===== src/rtl/sbsp_pkg.sv =====
// Package with types, constants and helpers for the servo bus status poller.
package sbsp_pkg;

  localparam int CFG_W = 40;
  localparam int CFG_INDEX_W = 3;

  localparam logic [CFG_INDEX_W-1:0] REG_SERVO_IDS      = 3'd0;
  localparam logic [CFG_INDEX_W-1:0] REG_GOAL_POSITIONS = 3'd1;
  localparam logic [CFG_INDEX_W-1:0] REG_TORQUE_LIMITS  = 3'd2;
  localparam logic [CFG_INDEX_W-1:0] REG_POLL_INTERVAL  = 3'd3;
  localparam logic [CFG_INDEX_W-1:0] REG_REPLY_TIMEOUT  = 3'd4;

  localparam logic [31:0] SERVO_IDS_RESET      = 32'd17694726;
  localparam logic [39:0] GOAL_POSITIONS_RESET = 40'd473983404850;
  localparam logic [39:0] TORQUE_LIMITS_RESET  = 40'd549218418175;
  localparam logic [15:0] POLL_INTERVAL_RESET  = 16'd2500;
  localparam logic [7:0]  REPLY_TIMEOUT_RESET  = 8'd20;

  localparam logic [7:0] HEADER_BYTE     = 8'hFF;
  localparam logic [7:0] INSTR_READ      = 8'h02;
  localparam logic [7:0] INSTR_WRITE     = 8'h03;
  localparam logic [7:0] LEN_BYTE_WRITE  = 8'h04;
  localparam logic [7:0] LEN_WORD_WRITE  = 8'h05;
  localparam logic [7:0] LEN_READ        = 8'h04;
  localparam logic [7:0] ADDR_TORQUE_EN  = 8'd24;
  localparam logic [7:0] ADDR_TORQUE_LIM = 8'd34;
  localparam logic [7:0] ADDR_GOAL_POS   = 8'd30;
  localparam logic [7:0] ADDR_STATUS     = 8'd40;
  localparam logic [7:0] TORQUE_ON       = 8'd1;
  localparam logic [7:0] STATUS_LEN      = 8'd4;

  localparam int REPLY_LEN = 10;
  localparam int BURST_LEN = 34;
  localparam int BURST_IDX_W = 6;
  localparam logic [BURST_IDX_W-1:0] BURST_LAST = 6'(BURST_LEN - 1);

  localparam logic FUNC_TICK = 1'b0;
  localparam logic FUNC_BYTE = 1'b1;

  localparam logic KIND_TX     = 1'b0;
  localparam logic KIND_REPORT = 1'b1;

  localparam int CMD_DEPTH = 4;

  typedef struct packed {
    logic       func;
    logic [7:0] rx_byte;
  } item_t;

  typedef struct packed {
    logic       out_kind;
    logic [7:0] tx_byte;
    logic [7:0] servo_id;
    logic [7:0] temperature;
    logic [9:0] load_magnitude;
    logic       last;
  } result_t;

  typedef struct packed {
    logic       kind;
    logic [7:0] id;
    logic [9:0] torque;
    logic [9:0] goal;
    logic [7:0] temperature;
    logic [9:0] load;
  } cmd_t;

  function automatic logic [7:0] slot_id(input logic [31:0] ids, input logic [2:0] s);
    logic [7:0] r;
    case (s)
      3'd0: r = ids[7:0];
      3'd1: r = ids[15:8];
      3'd2: r = ids[23:16];
      3'd3: r = ids[31:24];
      default: r = 8'd0;
    endcase
    return r;
  endfunction

  function automatic logic [9:0] slot_word(input logic [39:0] p, input logic [2:0] s);
    logic [9:0] r;
    case (s)
      3'd0: r = p[9:0];
      3'd1: r = p[19:10];
      3'd2: r = p[29:20];
      3'd3: r = p[39:30];
      default: r = 10'd0;
    endcase
    return r;
  endfunction

  function automatic logic [7:0] burst_byte(input logic [BURST_IDX_W-1:0] idx,
                                            input logic [7:0] id,
                                            input logic [9:0] tl,
                                            input logic [9:0] gp);
    logic [7:0] tl_lo;
    logic [7:0] tl_hi;
    logic [7:0] gp_lo;
    logic [7:0] gp_hi;
    logic [7:0] r;
    tl_lo = tl[7:0];
    tl_hi = {6'd0, tl[9:8]};
    gp_lo = gp[7:0];
    gp_hi = {6'd0, gp[9:8]};
    case (idx) inside
      6'd0, 6'd1, 6'd8, 6'd9, 6'd17, 6'd18, 6'd26, 6'd27: r = HEADER_BYTE;
      6'd2, 6'd10, 6'd19, 6'd28: r = id;
      6'd3: r = LEN_BYTE_WRITE;
      6'd11, 6'd20: r = LEN_WORD_WRITE;
      6'd29: r = LEN_READ;
      6'd4, 6'd12, 6'd21: r = INSTR_WRITE;
      6'd30: r = INSTR_READ;
      6'd5: r = ADDR_TORQUE_EN;
      6'd6: r = TORQUE_ON;
      6'd7: r = ~(id + LEN_BYTE_WRITE + INSTR_WRITE + ADDR_TORQUE_EN + TORQUE_ON);
      6'd13: r = ADDR_TORQUE_LIM;
      6'd14: r = tl_lo;
      6'd15: r = tl_hi;
      6'd16: r = ~(id + LEN_WORD_WRITE + INSTR_WRITE + ADDR_TORQUE_LIM + tl_lo + tl_hi);
      6'd22: r = ADDR_GOAL_POS;
      6'd23: r = gp_lo;
      6'd24: r = gp_hi;
      6'd25: r = ~(id + LEN_WORD_WRITE + INSTR_WRITE + ADDR_GOAL_POS + gp_lo + gp_hi);
      6'd31: r = ADDR_STATUS;
      6'd32: r = STATUS_LEN;
      6'd33: r = ~(id + LEN_READ + INSTR_READ + ADDR_STATUS + STATUS_LEN);
      default: r = 8'd0;
    endcase
    return r;
  endfunction

endpackage


===== src/rtl/sbsp_front.sv =====
// Front end: configuration registers, poll scheduling, echo skipping and reply checking.
module sbsp_front #(
  parameter int NUM_SERVOS = 4,
  parameter int ECHO_BYTES = 8
) (
  input  logic                            clk,
  input  logic                            rst,
  input  logic                            accept,
  input  sbsp_pkg::item_t                 item,
  input  logic                            cfg_write,
  input  logic [sbsp_pkg::CFG_INDEX_W-1:0] cfg_index,
  input  logic [sbsp_pkg::CFG_W-1:0]       cfg_data,
  output logic                            cmd_valid,
  output sbsp_pkg::cmd_t                  cmd
);
  import sbsp_pkg::*;

  localparam int SLOT_W = (NUM_SERVOS > 1) ? $clog2(NUM_SERVOS) : 1;
  localparam int RXC_W = $clog2(ECHO_BYTES + REPLY_LEN);
  localparam int STORE_LEN = REPLY_LEN - 1;

  logic [31:0] servo_ids;
  logic [39:0] goal_positions;
  logic [39:0] torque_limits;
  logic [15:0] poll_interval;
  logic [7:0]  reply_timeout;

  logic              waiting;
  logic [SLOT_W-1:0] slot;
  logic [15:0]       idle_elapsed;
  logic [7:0]        wait_elapsed;
  logic [RXC_W-1:0]  rx_count;
  logic [7:0]        reply [STORE_LEN];

  logic [15:0]      idle_next;
  logic             fire;
  logic             timed_out;
  logic             store_en;
  logic [RXC_W-1:0] reply_pos;
  logic             reply_done;
  logic             reply_match;
  logic [7:0]       cur_id;
  logic             finish;
  logic [SLOT_W-1:0] slot_next;

  always_ff @(posedge clk) begin
    if (rst) begin
      servo_ids <= SERVO_IDS_RESET;
      goal_positions <= GOAL_POSITIONS_RESET;
      torque_limits <= TORQUE_LIMITS_RESET;
      poll_interval <= POLL_INTERVAL_RESET;
      reply_timeout <= REPLY_TIMEOUT_RESET;
    end else if (cfg_write) begin
      unique case (cfg_index)
        REG_SERVO_IDS:      servo_ids <= cfg_data[31:0];
        REG_GOAL_POSITIONS: goal_positions <= cfg_data;
        REG_TORQUE_LIMITS:  torque_limits <= cfg_data;
        REG_POLL_INTERVAL:  poll_interval <= cfg_data[15:0];
        REG_REPLY_TIMEOUT:  reply_timeout <= cfg_data[7:0];
        default: ;
      endcase
    end
  end

  assign cur_id = slot_id(servo_ids, 3'(slot));
  assign idle_next = (idle_elapsed != 16'hFFFF) ? idle_elapsed + 16'd1 : idle_elapsed;
  assign fire = accept && !waiting && (item.func == FUNC_TICK) && (idle_next >= poll_interval);
  assign timed_out = accept && waiting && (item.func == FUNC_TICK) &&
                     (wait_elapsed >= reply_timeout);
  assign reply_pos = rx_count - RXC_W'(ECHO_BYTES);
  assign store_en = accept && waiting && (item.func == FUNC_BYTE) &&
                    (rx_count >= RXC_W'(ECHO_BYTES)) &&
                    (rx_count < RXC_W'(ECHO_BYTES + STORE_LEN));
  assign reply_done = accept && waiting && (item.func == FUNC_BYTE) &&
                      (rx_count == RXC_W'(ECHO_BYTES + REPLY_LEN - 1));
  assign reply_match = (reply[0] == HEADER_BYTE) && (reply[1] == HEADER_BYTE) &&
                       (reply[2] == cur_id);
  assign finish = timed_out || reply_done;
  assign slot_next = (slot == SLOT_W'(NUM_SERVOS - 1)) ? '0 : slot + 1'b1;

  always_ff @(posedge clk) begin
    if (store_en) begin
      reply[reply_pos[3:0]] <= item.rx_byte;
    end
  end

  always_ff @(posedge clk) begin
    if (rst) begin
      waiting <= 1'b0;
      slot <= '0;
      idle_elapsed <= '0;
      wait_elapsed <= '0;
      rx_count <= '0;
    end else if (accept) begin
      if (!waiting) begin
        if (item.func == FUNC_TICK) begin
          idle_elapsed <= idle_next;
          if (fire) begin
            waiting <= 1'b1;
            wait_elapsed <= '0;
            rx_count <= '0;
          end
        end
      end else if (finish) begin
        waiting <= 1'b0;
        slot <= slot_next;
        idle_elapsed <= '0;
      end else if (item.func == FUNC_TICK) begin
        wait_elapsed <= wait_elapsed + 8'd1;
      end else begin
        rx_count <= rx_count + 1'b1;
      end
    end
  end

  always_comb begin
    cmd_valid = fire || (reply_done && reply_match);
    cmd.kind = fire ? KIND_TX : KIND_REPORT;
    cmd.id = cur_id;
    cmd.torque = slot_word(torque_limits, 3'(slot));
    cmd.goal = slot_word(goal_positions, 3'(slot));
    cmd.temperature = reply[8];
    cmd.load = {reply[6][1:0], reply[5]};
  end

endmodule


===== src/rtl/sbsp_cmd_fifo.sv =====
// Short command queue between the front end and the output sequencer.
module sbsp_cmd_fifo (
  input  logic           clk,
  input  logic           rst,
  input  logic           wr,
  input  sbsp_pkg::cmd_t wr_cmd,
  input  logic           rd,
  output logic           full,
  output logic           valid,
  output sbsp_pkg::cmd_t head
);
  import sbsp_pkg::*;

  localparam int PTR_W = $clog2(CMD_DEPTH);
  localparam int CNT_W = $clog2(CMD_DEPTH + 1);

  cmd_t             entries [CMD_DEPTH];
  logic [PTR_W-1:0] wr_ptr;
  logic [PTR_W-1:0] rd_ptr;
  logic [CNT_W-1:0] count;

  assign full = (count == CNT_W'(CMD_DEPTH));
  assign valid = (count != '0);
  assign head = entries[rd_ptr];

  always_ff @(posedge clk) begin
    if (wr) begin
      entries[wr_ptr] <= wr_cmd;
    end
  end

  always_ff @(posedge clk) begin
    if (rst) begin
      wr_ptr <= '0;
      rd_ptr <= '0;
      count <= '0;
    end else begin
      if (wr) begin
        wr_ptr <= wr_ptr + 1'b1;
      end
      if (rd) begin
        rd_ptr <= rd_ptr + 1'b1;
      end
      if (wr && !rd) begin
        count <= count + 1'b1;
      end else if (rd && !wr) begin
        count <= count - 1'b1;
      end
    end
  end

  assert property (@(posedge clk) disable iff (rst) count <= CNT_W'(CMD_DEPTH))
    else $error("command queue count beyond depth");
  assert property (@(posedge clk) disable iff (rst) rd |-> count != '0)
    else $error("command queue read while empty");

endmodule


===== src/rtl/sbsp_back.sv =====
// Output sequencer: expands burst commands into bytes and holds the result register.
module sbsp_back (
  input  logic              clk,
  input  logic              rst,
  input  logic              cmd_valid,
  input  sbsp_pkg::cmd_t    cmd,
  output logic              cmd_pop,
  input  logic              pop,
  output logic              empty,
  output sbsp_pkg::result_t result
);
  import sbsp_pkg::*;

  logic                   out_valid;
  logic [BURST_IDX_W-1:0] idx;
  logic                   load;
  logic                   burst_end;

  assign load = cmd_valid && (!out_valid || pop);
  assign burst_end = (idx == BURST_LAST);
  assign cmd_pop = load && ((cmd.kind == KIND_REPORT) || burst_end);
  assign empty = !out_valid;

  always_ff @(posedge clk) begin
    if (rst) begin
      out_valid <= 1'b0;
      idx <= '0;
    end else begin
      if (load) begin
        out_valid <= 1'b1;
      end else if (pop) begin
        out_valid <= 1'b0;
      end
      if (load && (cmd.kind == KIND_TX)) begin
        idx <= burst_end ? '0 : idx + 1'b1;
      end
    end
  end

  always_ff @(posedge clk) begin
    if (load) begin
      if (cmd.kind == KIND_REPORT) begin
        result.out_kind <= KIND_REPORT;
        result.tx_byte <= 8'd0;
        result.servo_id <= cmd.id;
        result.temperature <= cmd.temperature;
        result.load_magnitude <= cmd.load;
        result.last <= 1'b1;
      end else begin
        result.out_kind <= KIND_TX;
        result.tx_byte <= burst_byte(idx, cmd.id, cmd.torque, cmd.goal);
        result.servo_id <= 8'd0;
        result.temperature <= 8'd0;
        result.load_magnitude <= 10'd0;
        result.last <= burst_end;
      end
    end
  end

  assert property (@(posedge clk) disable iff (rst) idx <= BURST_LAST)
    else $error("burst index out of range");
  assert property (@(posedge clk) disable iff (rst) cmd_pop |=> !empty && result.last)
    else $error("finished command did not leave a final word");

endmodule


===== src/rtl/servo_bus_status_poller.sv =====
// Top level of the round-robin servo bus status poller.
// The input channel takes one word per millisecond tick (func 0) or per received bus
// byte (func 1); a word is taken on a clock edge with push high and full low.
// The result channel presents the oldest result while empty is low; pop takes it.
// A result is either a byte to transmit or a status report for one servo; last marks
// the final byte of a 34-byte transmit burst and every report.
// Configuration registers are written through cfg_write, cfg_index and cfg_data and
// must only change while no poll is in flight.
// Each input word is handled by the front end, which pushes at most one command into
// a four-entry queue. The sequencer emits one result word per cycle while commands
// are queued and pop keeps taking results. With the sequencer free, the first byte of
// a burst passes from the command queue into the result register after the edge that
// accepts its tick, and a report does so after the edge that accepts the last reply byte.
// Input words are taken every cycle while the command queue has room; full rises only
// when four commands are queued, which happens when the result side stalls or when
// polls start faster than the sequencer drains their 34-byte bursts.
// A stalled pop holds the current result and lets the queue fill behind it.
// Synchronous reset returns the configuration registers to their defaults, empties the queue and puts
// the poller in the idle phase at slot 0.
module servo_bus_status_poller #(
  parameter int NUM_SERVOS = 4,
  parameter int ECHO_BYTES = 8
) (
  input  logic                             clk,
  input  logic                             rst,
  input  logic                             push,
  output logic                             full,
  input  sbsp_pkg::item_t                  item,
  output logic                             empty,
  input  logic                             pop,
  output sbsp_pkg::result_t                result,
  input  logic                             cfg_write,
  input  logic [sbsp_pkg::CFG_INDEX_W-1:0] cfg_index,
  input  logic [sbsp_pkg::CFG_W-1:0]       cfg_data
);
  import sbsp_pkg::*;

  logic accept;
  logic fc_valid;
  cmd_t fc_cmd;
  logic q_valid;
  cmd_t q_head;
  logic q_pop;

  assign accept = push && !full;

  sbsp_front #(
    .NUM_SERVOS(NUM_SERVOS),
    .ECHO_BYTES(ECHO_BYTES)
  ) u_front (
    .clk(clk),
    .rst(rst),
    .accept(accept),
    .item(item),
    .cfg_write(cfg_write),
    .cfg_index(cfg_index),
    .cfg_data(cfg_data),
    .cmd_valid(fc_valid),
    .cmd(fc_cmd)
  );

  sbsp_cmd_fifo u_queue (
    .clk(clk),
    .rst(rst),
    .wr(fc_valid),
    .wr_cmd(fc_cmd),
    .rd(q_pop),
    .full(full),
    .valid(q_valid),
    .head(q_head)
  );

  sbsp_back u_back (
    .clk(clk),
    .rst(rst),
    .cmd_valid(q_valid),
    .cmd(q_head),
    .cmd_pop(q_pop),
    .pop(pop),
    .empty(empty),
    .result(result)
  );

endmodule

===== config.mk =====
export PLATFORM = sky130hd
export DESIGN_NAME = servo_bus_status_poller
export DESIGN_NICKNAME = d
export VERILOG_FILES = /design/src/rtl/sbsp_pkg.sv /design/src/rtl/sbsp_front.sv /design/src/rtl/sbsp_cmd_fifo.sv /design/src/rtl/sbsp_back.sv /design/src/rtl/servo_bus_status_poller.sv
export SDC_FILE = /design/constraint.sdc
export NUM_CORES = 1
export LEC_CHECK = 0
export BUFFER_PORTS_ARGS = -buffer_cell sky130_fd_sc_hd__buf_2
export CORE_AREA = 2 2 205 207
export DETAILED_ROUTE_END_ITERATION = 6
export DIE_AREA = 0 0 207 209
export HOLD_SLACK_MARGIN = 0.08
export PLACE_DENSITY = 0.67
export SLEW_MARGIN = 30
export SYNTH_ARGS = -nofsm -noshare
export SYNTH_HDL_FRONTEND = slang
export SYNTH_SLANG_ARGS = --single-unit

===== constraint.sdc =====
create_clock -name clk -period 16.69 [get_ports clk]
set_input_delay 3.338 -clock clk [delete_from_list [all_inputs] [get_ports clk]]
set_output_delay 3.338 -clock clk [all_outputs]
set_load 0.05 [all_outputs]

==> run metrics, run 1 <==
met2 wire len=around 22000 um; Tcrit/Tclk final=34.01%; final wirelength=45800 um; total congestion overflow=0; final setup margin=11010 ps; relative slew slack=38.32%; Post-DRT Antenna Nets=0; die area=43260 um2; EDFF count, synth=~270; Syn Inst Count=1749; root buf cell=clkbuf_16; Slew Limit Fails=0; #FFs+latches synth=450; Vias=13590; Synth async-reset ratio=0%; WP data required=17170 ps; Clock Tree Buf Depth=3; PostCTS Resize Cnt=0; CORE AREA=41290 um2; area grow syn2layout=11.86%; vias per cell=5.685; # DRC=0; Post-Syn Nets=1882; worst slew pin tran=between 900 and 1000 ps; TritonRoute pass-1 iters=6; CTS hold repair buffers=0; netlist area before placement=20340 um2; die height=~210 um; Max VDD drop=0.0001148 V; placed wire-length estimate=about 30000 um; Worst EP arrival=6160 ps; Top Metal Used=met4; Startpoint Class=input pin; Cell variety after synth=77; Max Freq=around 180 MHz; leakage=8.417 nW; max-cap violations=0; initial antenna violation count=0; RSZ-0062 raised after global routing=false; # diodes=0; Synth area leaders=edfxtp_1 39%, dfxtp_1 18%, mux4_2 4.9%; CP Class=in2reg; TritonCTS Buffers=45; Syn Area/Cell=11.63 um2; crit-path max FO=10; clock sink count=450; leading area contributor after synthesis=edfxtp_1; synth warn=0; share of layout cells above drive strength 1=between 10 and 15%; final setup violation count=0; sequential area share after synthesis=57.37%; clock-pin slew on the worst setup and hold paths=~60 ps; final clock skew=slightly above 40 ps; port bufs=94; routability cong.=slightly below 0.9; dpl cell area=21320 um2; Yosys top cell area share=39.26%; Horiz. Die Dim=207 um; num rows=75; status=finished clean; final hold viol count=0; initial core utilization=49.27%; main flop type after synthesis=edfxtp_1; Pwr Density=about 98 nW/um2; All-Layer GR Usage=between 20% and 30%; TNS Setup=0 ps; Setup Fix Bufs, Post-CTS=0; worst skew pair latency=around 600 ps; final instance area=22760 um2; I/O pin count=95; number of H-tree levels=2; global-route wire length before repair=71750 um; WL met3=2519 um; vias in the first global route=13050; WL/cell=about 19 um; Hold WC Path Type=reg2reg; commonest non-fill, non-tap cell in the layout=edfxtp_1; nets=a little under 2000; initial drt markers=about 1300; largest net degree at the start of global routing=between 90 and 100; commonest non-fill, non-tap cells in the layout=266 x edfxtp_1, 254 x nand2_1, 182 x dfxtp_1; TritonCTS clock tree=done; routed length on met1=20590 um; pre-CTS WS=10450 ps; Final min period=5676 ps; critical path capture point type=flip-flop
==> through the flow <==
stage                     power (W)  util (%)  instances  hold slack, ps
after floorplan            0.001244         -       1749           435.7
after global placement     0.001270     51.53       2307           440.4
after detailed placement   0.001272     51.63       2308           445.6
after CTS                  0.002251     55.11       2390           453.8
after global routing       0.002305     55.11       2390           467.4
final                      0.002233     55.11       2390           453.4
==> kinds of logic (layout without fill, tap and decap cells) <==
kind of cell	Yosys count	after routing	share of synthesized area, %
adder cells (fa/ha/maj)	76	76	4.859
multiplexers	91	91	7.233
buffers and inverters	199	301	3.893
XOR/XNOR	60	60	2.786
AO/OA/AOI/OAI	326	326	10.86
flip-flops	450	450	57.37
AND/OR/NAND/NOR	547	547	13.00
==> layout make-up <==
class	count	area (um2)
clock inverter	21	230.2
tap	539	674.4
fill	3563	18530
sequential	450	11680
multi-input combinational	1100	7939
inverter	107	401.6
timing repair buffer	112	628.1
clock buffer	61	1206
==> report_power, final <==
part	switching, W	internal [W]	total (W)
clock network	0.000425	0.000558	0.000984
logic	0.0000444	0.0000218	0.0000661
registers	0.00000504	0.00118	0.00118
total	0.000475	0.00176	0.00223
==> final timing paths <==
path / start / end / slack [ps] / cells past startpoint
setup / recovery: item[8] / u_queue.count[2] / 11010 / 13
hold reg to reg: u_front.servo_ids[5] / u_front.servo_ids[5] / 450 / 2
hold / removal: u_front.servo_ids[5] / u_front.servo_ids[5] / 450 / 2
setup reg to reg: u_front.idle_elapsed[3] / u_queue.count[2] / 11550 / 21
==> synthesized netlist by cell type (4+ instances only) <==
cell and number:
a22oi_1 5, xnor2_1 32, a222oi_1 28, o21a_1 8, ha_1 71, nor4_1 5
mux4_2 44, nor2_1 75, a211oi_1 6, nand2b_1 10, or4_1 5, and3_1 10
nand2_1 255, fa_1 5, a21oi_1 120, o22ai_1 4, nor3_1 11, nand3_1 28
buf_2 11, nor2b_1 37, edfxtp_1 266, nand4_1 13, a31oi_1 8, or3_1 8
o221ai_1 4, and2_1 33, o31ai_1 8, buf_1 11, nand3b_1 40, inv_1 107
o211ai_1 9, a21o_1 17, clkbuf_1 64, o21ai_0 40, dfxtp_1 184, mux2i_1 39
a211o_1 40, mux2_2 8, xor2_1 24
==> per-layer routing <==
| layer | global-route usage (%) | vias to the layer above |
|---|---|---|
| li1 | - | 6475 |
| met1 | 29.80 | 6618 |
| met2 | 34.02 | 429 |
| met3 | 2.976 | 66 |
| met4 | 5.591 | 0 |
| met5 | 0 | - |
==> state kept, by name, summed over array words and instances (netlist names), named ones only <==
name                    count
u_front.slot                2
u_back.idx                  6
u_queue.count               3
u_queue.wr_ptr              2
u_front.reply              42
u_back.result              36
u_front.idle_elapsed       16
u_front.waiting             1
u_queue.entries           188
u_front.goal_positions     40
u_front.reply_timeout       8
u_front.wait_elapsed        8
u_front.poll_interval      16
u_front.servo_ids          32
u_back.out_valid            1
u_front.rx_count            5
u_front.torque_limits      40
u_queue.rd_ptr              2
==> critical path, stage by stage <==
cell     delay (ps)
buf_2           130
nor2_1          140
nand3_2         160
or3_1           410
o21ai_2         360
a21oi_2         220
inv_1           120
ha_1            200
inv_1            70
fa_1            390
xor2_1          180
or3_1           310
a21oi_1         140
Note: power is estimated with default switching activity, not from simulation.
==> run 2, diff against run 1 <==
- ABC_AREA: not set -> 1
- CORE_AREA: 2 2 205 207 -> 2 2 206 208
- DIE_AREA: 0 0 207 209 -> 0 0 208 210
- PLACE_DENSITY: 0.67 -> 0.66
- clock period: 16.69 -> 5.6 ns (I/O delays scaled with it)
==> run 2 against run 1 <==
Compared with the run above:
- critical endpoint is now u_queue.entries[0][38]
- sequential power increased to 3.3 times the previous value
- critical path type is now reg2reg
- final area increased by 0.94%
- global-route usage up 2.7 points
- worst hold slack improved by 4.7 ps
- clock skew shrank 22 ps
- sequential share of layout area fell by 0.49 points
- synthesized area increased by 0.83%
- sequential cell count stayed put
- synthesized cell count increased by 27%
- clock power increased to 3.1 times the previous value
- non-clock buffer count grew 7
==> run metrics, run 2 <==
global-route wire length before repair=81190 um; commonest non-fill, non-tap cells in the layout=428 x nand2_1, 266 x edfxtp_1, 246 x nor2_1; Hold WC Path Type=reg2reg; final hold viol count=0; CP Class=reg2reg; die area=43680 um2; nets=2427; final instance area=22970 um2; vias per cell=roughly 5.5; main flop type after synthesis=edfxtp_1; port bufs=94; Clock Tree Buf Depth=3; placed wire-length estimate=approximately 35000 um; Yosys top cell area share=38.94%; leading area contributor after synthesis=edfxtp_1; initial antenna violation count=0; final clock skew=18.84 ps; TritonCTS clock tree=done; I/O pin count=95; count leader, synth=nand2_1; Pwr Density=around 420 nW/um2; largest net degree at the start of global routing=~100; All-Layer GR Usage=23.70%; critical path capture point type=flip-flop; worst slew pin tran=just under 1000 ps; Syn Inst Count=2222; root buf cell=clkbuf_16; #FFs+latches synth=450; Slew Limit Fails=0; TritonCTS Buffers=between 40 and 50; CTS hold repair buffers=0; final setup margin=1289 ps; Worst EP arrival=roughly 4500 ps; relative slew slack=35.15%; WP data required=5800 ps; commonest non-fill, non-tap cell in the layout=nand2_1; routability cong.=0.8841; total congestion overflow=0; Post-DRT Antenna Nets=0; clock-pin slew on the worst setup and hold paths=60 ps; Final min period=around 4300 ps; final setup violation count=0; Tcrit/Tclk final=76.97%; PostCTS Resize Cnt=0; Max Freq=232.0 MHz; worst skew pair latency=580 ps; vias in the first global route=14850; crit-path max FO=47; Cell variety after synth=56; num rows=75; Startpoint Class=flip-flop; Synth area leaders=edfxtp_1 39%, dfxtp_1 18%, nand2_1 7.8%; Max VDD drop=approximately 0.00023 V; initial core utilization=about half; final std cells w/o fill=2868; synth cell count leaders=428 x nand2_1, 266 x edfxtp_1, 251 x nor2_1, 205 x inv_1, 184 x dfxtp_1; share of layout cells above drive strength 1=11.29%; Hold WS=458.1 ps; EDFF count, synth=between 200 and 300; netlist area before placement=20510 um2; CORE AREA=41480 um2; initial drt markers=1053; leakage=9.215 nW; Synth async-reset ratio=0%; die height=210 um; max-cap violations=0; Largest register FFs=between 150 and 200; WL/cell=between 15 and 20 um; Top reg by flops=u_queue.entries; Post-Syn Nets=2355; number of H-tree levels=2; RSZ-0062 raised after global routing=false; final wirelength=52110 um; Vias=15640; clock sink count=450; # diodes=0; area grow syn2layout=11.98%; status=finished clean; Horiz. Die Dim=208 um; sequential area share after synthesis=56.90%; TNS Setup=0 ps; pre-CTS WS=1341 ps; dpl cell area=roughly 21000 um2; # DRC=0; synth warn=0; TritonRoute pass-1 iters=5; Placed Cells incl. Taps=2784; Syn Area/Cell=9.231 um2; Setup Fix Bufs, Post-CTS=0
==> run 2: changes by cell type after synthesis, moves of 40 or more <==
cell     change
a211o_1     -40
inv_1       +98
mux4_2      -44
nand2_1    +173
nand3_1    +109
nor2_1     +176
o21ai_0    +127
==> run 2: area by class of cell <==
cell class | instances | area, um2
clock inverters | 22 | 202.7
multi-input cells | 1450 | 7599
repair buffers | 119 | 670.6
fillers | 3718 | 18510
clock buffers | 62 | 1294
flip-flops and latches | 450 | 11670
well taps | 539 | 674.4
inverters | 226 | 857.1
==> run 2: routing by layer <==
layer | up-vias | track usage [%] | part of all wire [%]
met3 | 87 | 3.784 | 6.4
li1 | 7670 | - | -
met5 | - | 0 | 0
met4 | 0 | 8.853 | 3.2
met2 | 488 | 40.10 | 47
met1 | 7394 | 30.87 | 43
==> run 2: final timing paths <==
| kind | startpoint | end | slack (ps) | depth (start not counted) |
|---|---|---|---|---|
| setup / recovery | u_front.idle_elapsed[4] | u_queue.entries[0][38] | 1290 | 18 |
| hold / removal | u_front.torque_limits[12] | u_front.torque_limits[12] | 460 | 2 |
| setup reg to reg | u_front.idle_elapsed[4] | u_queue.entries[0][38] | 1290 | 18 |
| hold reg to reg | u_front.torque_limits[12] | u_front.torque_limits[12] | 460 | 2 |
==> run 2: stage by stage <==
step | util (%) | power, W
after floorplan | - | 0.006004
after detailed placement | 51.77 | 0.006659
after CTS | 55.38 | 0.009686
after global placement | 51.76 | 0.006604
after global routing | 55.38 | 0.01012
final | 55.38 | 0.009623
==> run 2: worst max-delay path, stage by stage, from the launching register on <==
cell and delay (ps):
dfxtp_1 390, inv_1 100, nor4_1 470, nand3_1 240, nor2_1 200, inv_1 80
nor2_1 130, nor2_1 70, xor2_1 160, ha_1 300, nand2_1 70, nor3_1 310
nand2_1 80, nand3_1 110, nand2_1 180, nand2_1 210, inv_2 130, nor2_4 90
buf_4 560
==> run 2: power breakdown <==
part           leakage [nW]  switching (W)  internal [W]
registers              3.90      0.0000799       0.00377
logic                  4.58        0.00196      0.000782
clock network         0.727        0.00127       0.00176
total                  9.21        0.00331       0.00632
==> run 2: kinds of logic after synthesis <==
logic type / after synthesis / synth area share, %
AND/OR/NAND/NOR: 902 / 18.71
flip-flops: 450 / 56.90
AO/OA/AOI/OAI: 445 / 12.05
buffers and inverters: 322 / 6.374
adder cells (fa/ha/maj): 76 / 4.819
XOR/XNOR: 27 / 1.153
==> run 3, diff against run 2 <==
- PLACE_DENSITY: 0.66 -> 0.69
- clock period: 5.6 -> 3.7 ns (I/O delays scaled with it)
==> run 3 against run 2 <==
Compared with the run above:
- critical path depth up 7
- power up 51%
- via count up 1.6%
- sequential power up 52%
- critical path type unchanged
- worst hold slack worse by 75 ps
- clock-buffer cell count down 5
- clock power up 42%
- final area up 3.0%
==> run metrics, run 3 (same netlist as run 2, synthesis figures left out) <==
Clock Tree Buf Depth=3; vias per cell=roughly 5.4; routability cong.=about 0.92; critical path capture point type=flip-flop; die height=210 um; commonest non-fill, non-tap cell in the layout=nand2_1; Startpoint Class=flip-flop; worst skew pair latency=590 ps; final clock skew=18.42 ps; clock-pin slew on the worst setup and hold paths=60 ps; share of layout cells above drive strength 1=approximately 15%; RSZ-0062 raised after global routing=true; R2R depth=25; TritonRoute pass-1 iters=5; worst hold path stage count=3; reg-to-reg setup timing slack=120 ps; Critical Path Slowest Stage Cell=fa_2; Horiz. Die Dim=about 210 um; Critical R2R Launch=u_front.idle_elapsed[6]; Final min period=3585 ps; Max Freq=about 280 MHz; Hold WS=between 300 and 400 ps; Pwr Density=613.3 nW/um2; placed wire-length estimate=34780 um; Max stage delay on crit path=370 ps; commonest non-fill, non-tap cells in the layout=424 x nand2_1, 266 x edfxtp_1, 237 x nor2_1; CORE AREA=41480 um2; largest net degree at the start of global routing=88; status=finished clean; # diodes=0; All-Layer GR Usage=23.08%; total congestion overflow=0; area grow syn2layout=15.30%; worst hold start=cfg_data[34]; Vias=15900; Top cell by count, worst path=inv_1; global-route wire length before repair=roughly 81000 um; root buf cell=clkbuf_16; Hold EP=u_front.goal_positions[34]; Max VDD drop=0.0003710 V; clock sink count=450; port bufs=94; relative slew slack=56.43%; reg-to-reg endpoint=u_queue.count[2]; post-layout util=57.02%; num rows=75; crit-path max FO=4; initial antenna violation count=0; Hold WC Path Type=in2reg; worst slew pin tran=650.5 ps; leakage=9.596 nW; WP data required=4150 ps; nets=roughly 2500; Top reg by flops=u_queue.entries; TritonCTS Buffers=45; Post-DRT Antenna Nets=0; CP Class=reg2reg; I/O pin count=95; Tcrit/Tclk final=96.88%; final wirelength=between 50000 and 60000 um; Largest register FFs=188; Worst EP arrival=~4000 ps; max-cap violations=0; initial core utilization=slightly below 50%; die area=43680 um2; # DRC=0; final setup violation count=0; Pwr Total=0.01450 W; Slew Limit Fails=0; TritonCTS clock tree=done; number of H-tree levels=2; vias in the first global route=15360; WL/cell=17.44 um; final hold viol count=0; initial drt markers=between 1000 and 1500
[run 3: cell count changes in the layout (fill, tap and decap cells not counted), moves of 6 or more]
cell / change
nor2_2: +6
buf_4: +50
nor2_1: -9
o21ai_0: -7
buf_12: +6
[run 3: repair_timing]
action,4_1_cts,5_1_grt
hold buffers,0,0
buffers inserted,0,10
gates cloned,0,1
resized for setup,4,59
endpoints found under the setup margin,3,211
pin swaps,1,25
[run 3: routing by layer]
layer  part of all wire, %  vias up  GRT usage [%]  wire length, um
li1                      -     7804              -                -
met1                    43     7549          30.34            22040
met2                    48      435          38.45            24390
met3                   6.0      109          4.216             3082
met4                   3.1        0          8.364             1590
met5                     0        -              0                0
[run 3: how the worst max path moves through the flow]
stage	startpoint	end	slack, ps	cells after the start
final	u_front.idle_elapsed[6]	u_queue.count[2]	120	25
after global routing	u_front.idle_elapsed[5]	u_queue.count[2]	-160	24
after CTS	u_front.idle_elapsed[3]	u_queue.count[2]	0.6	24
after detailed placement	u_front.idle_elapsed[0]	u_queue.count[2]	-90	25
after global placement	u_front.idle_elapsed[0]	u_queue.count[2]	-50	25
after floorplan	u_front.idle_elapsed[0]	u_queue.entries[0][0]	1	20
[run 3: report_power, final]
part / total (W) / switching, W / leakage (nW) / internal [W]
Sequential: 0.00584 / 0.000127 / 3.91 / 0.00571
Clock: 0.00429 / 0.00192 / 0.679 / 0.00236
Combinational: 0.00438 / 0.00302 / 5.01 / 0.00136
Total: 0.0145 / 0.00507 / 9.60 / 0.00944
[run 3: metrics by stage]
step / setup WS (ps) / instance area [um2] / cells / setup TNS (ps)
2_1_floorplan: 1.488 / 20600 / 2222 / 0
4_1_cts: 0.6128 / 23370 / 2920 / 0
3_5_place_dp: -92.16 / 21980 / 2836 / -92.16
6_report: 115.4 / 23650 / 2931 / 0
5_1_grt: -160.3 / 23650 / 2931 / -2923
3_3_place_gp: -54.19 / 21980 / 2836 / -54.19
[run 3: critical path: cells and delay by family, from the launching register on]
| family | cells | cell delay [ps] |
|---|---|---|
| buffers and inverters | 6 | 490 |
| AOI/OAI and AO/OA | 6 | 730 |
| adders and majority gates | 3 | 690 |
| and+or+nand+nor | 10 | 1220 |
| DFF | 1 | 330 |
[run 3: final cells by class]
| type | instances | area [um2] |
|---|---|---|
| fillers | 3593 | 17830 |
| flip-flops and latches | 450 | 11680 |
| multi-input cells | 1450 | 7814 |
| repair buffers | 181 | 1231 |
| clock buffers | 57 | 1191 |
| inverters | 226 | 870.8 |
| well taps | 539 | 674.4 |
| clock inverters | 27 | 177.7 |
| repair inverters | 1 | 8.758 |
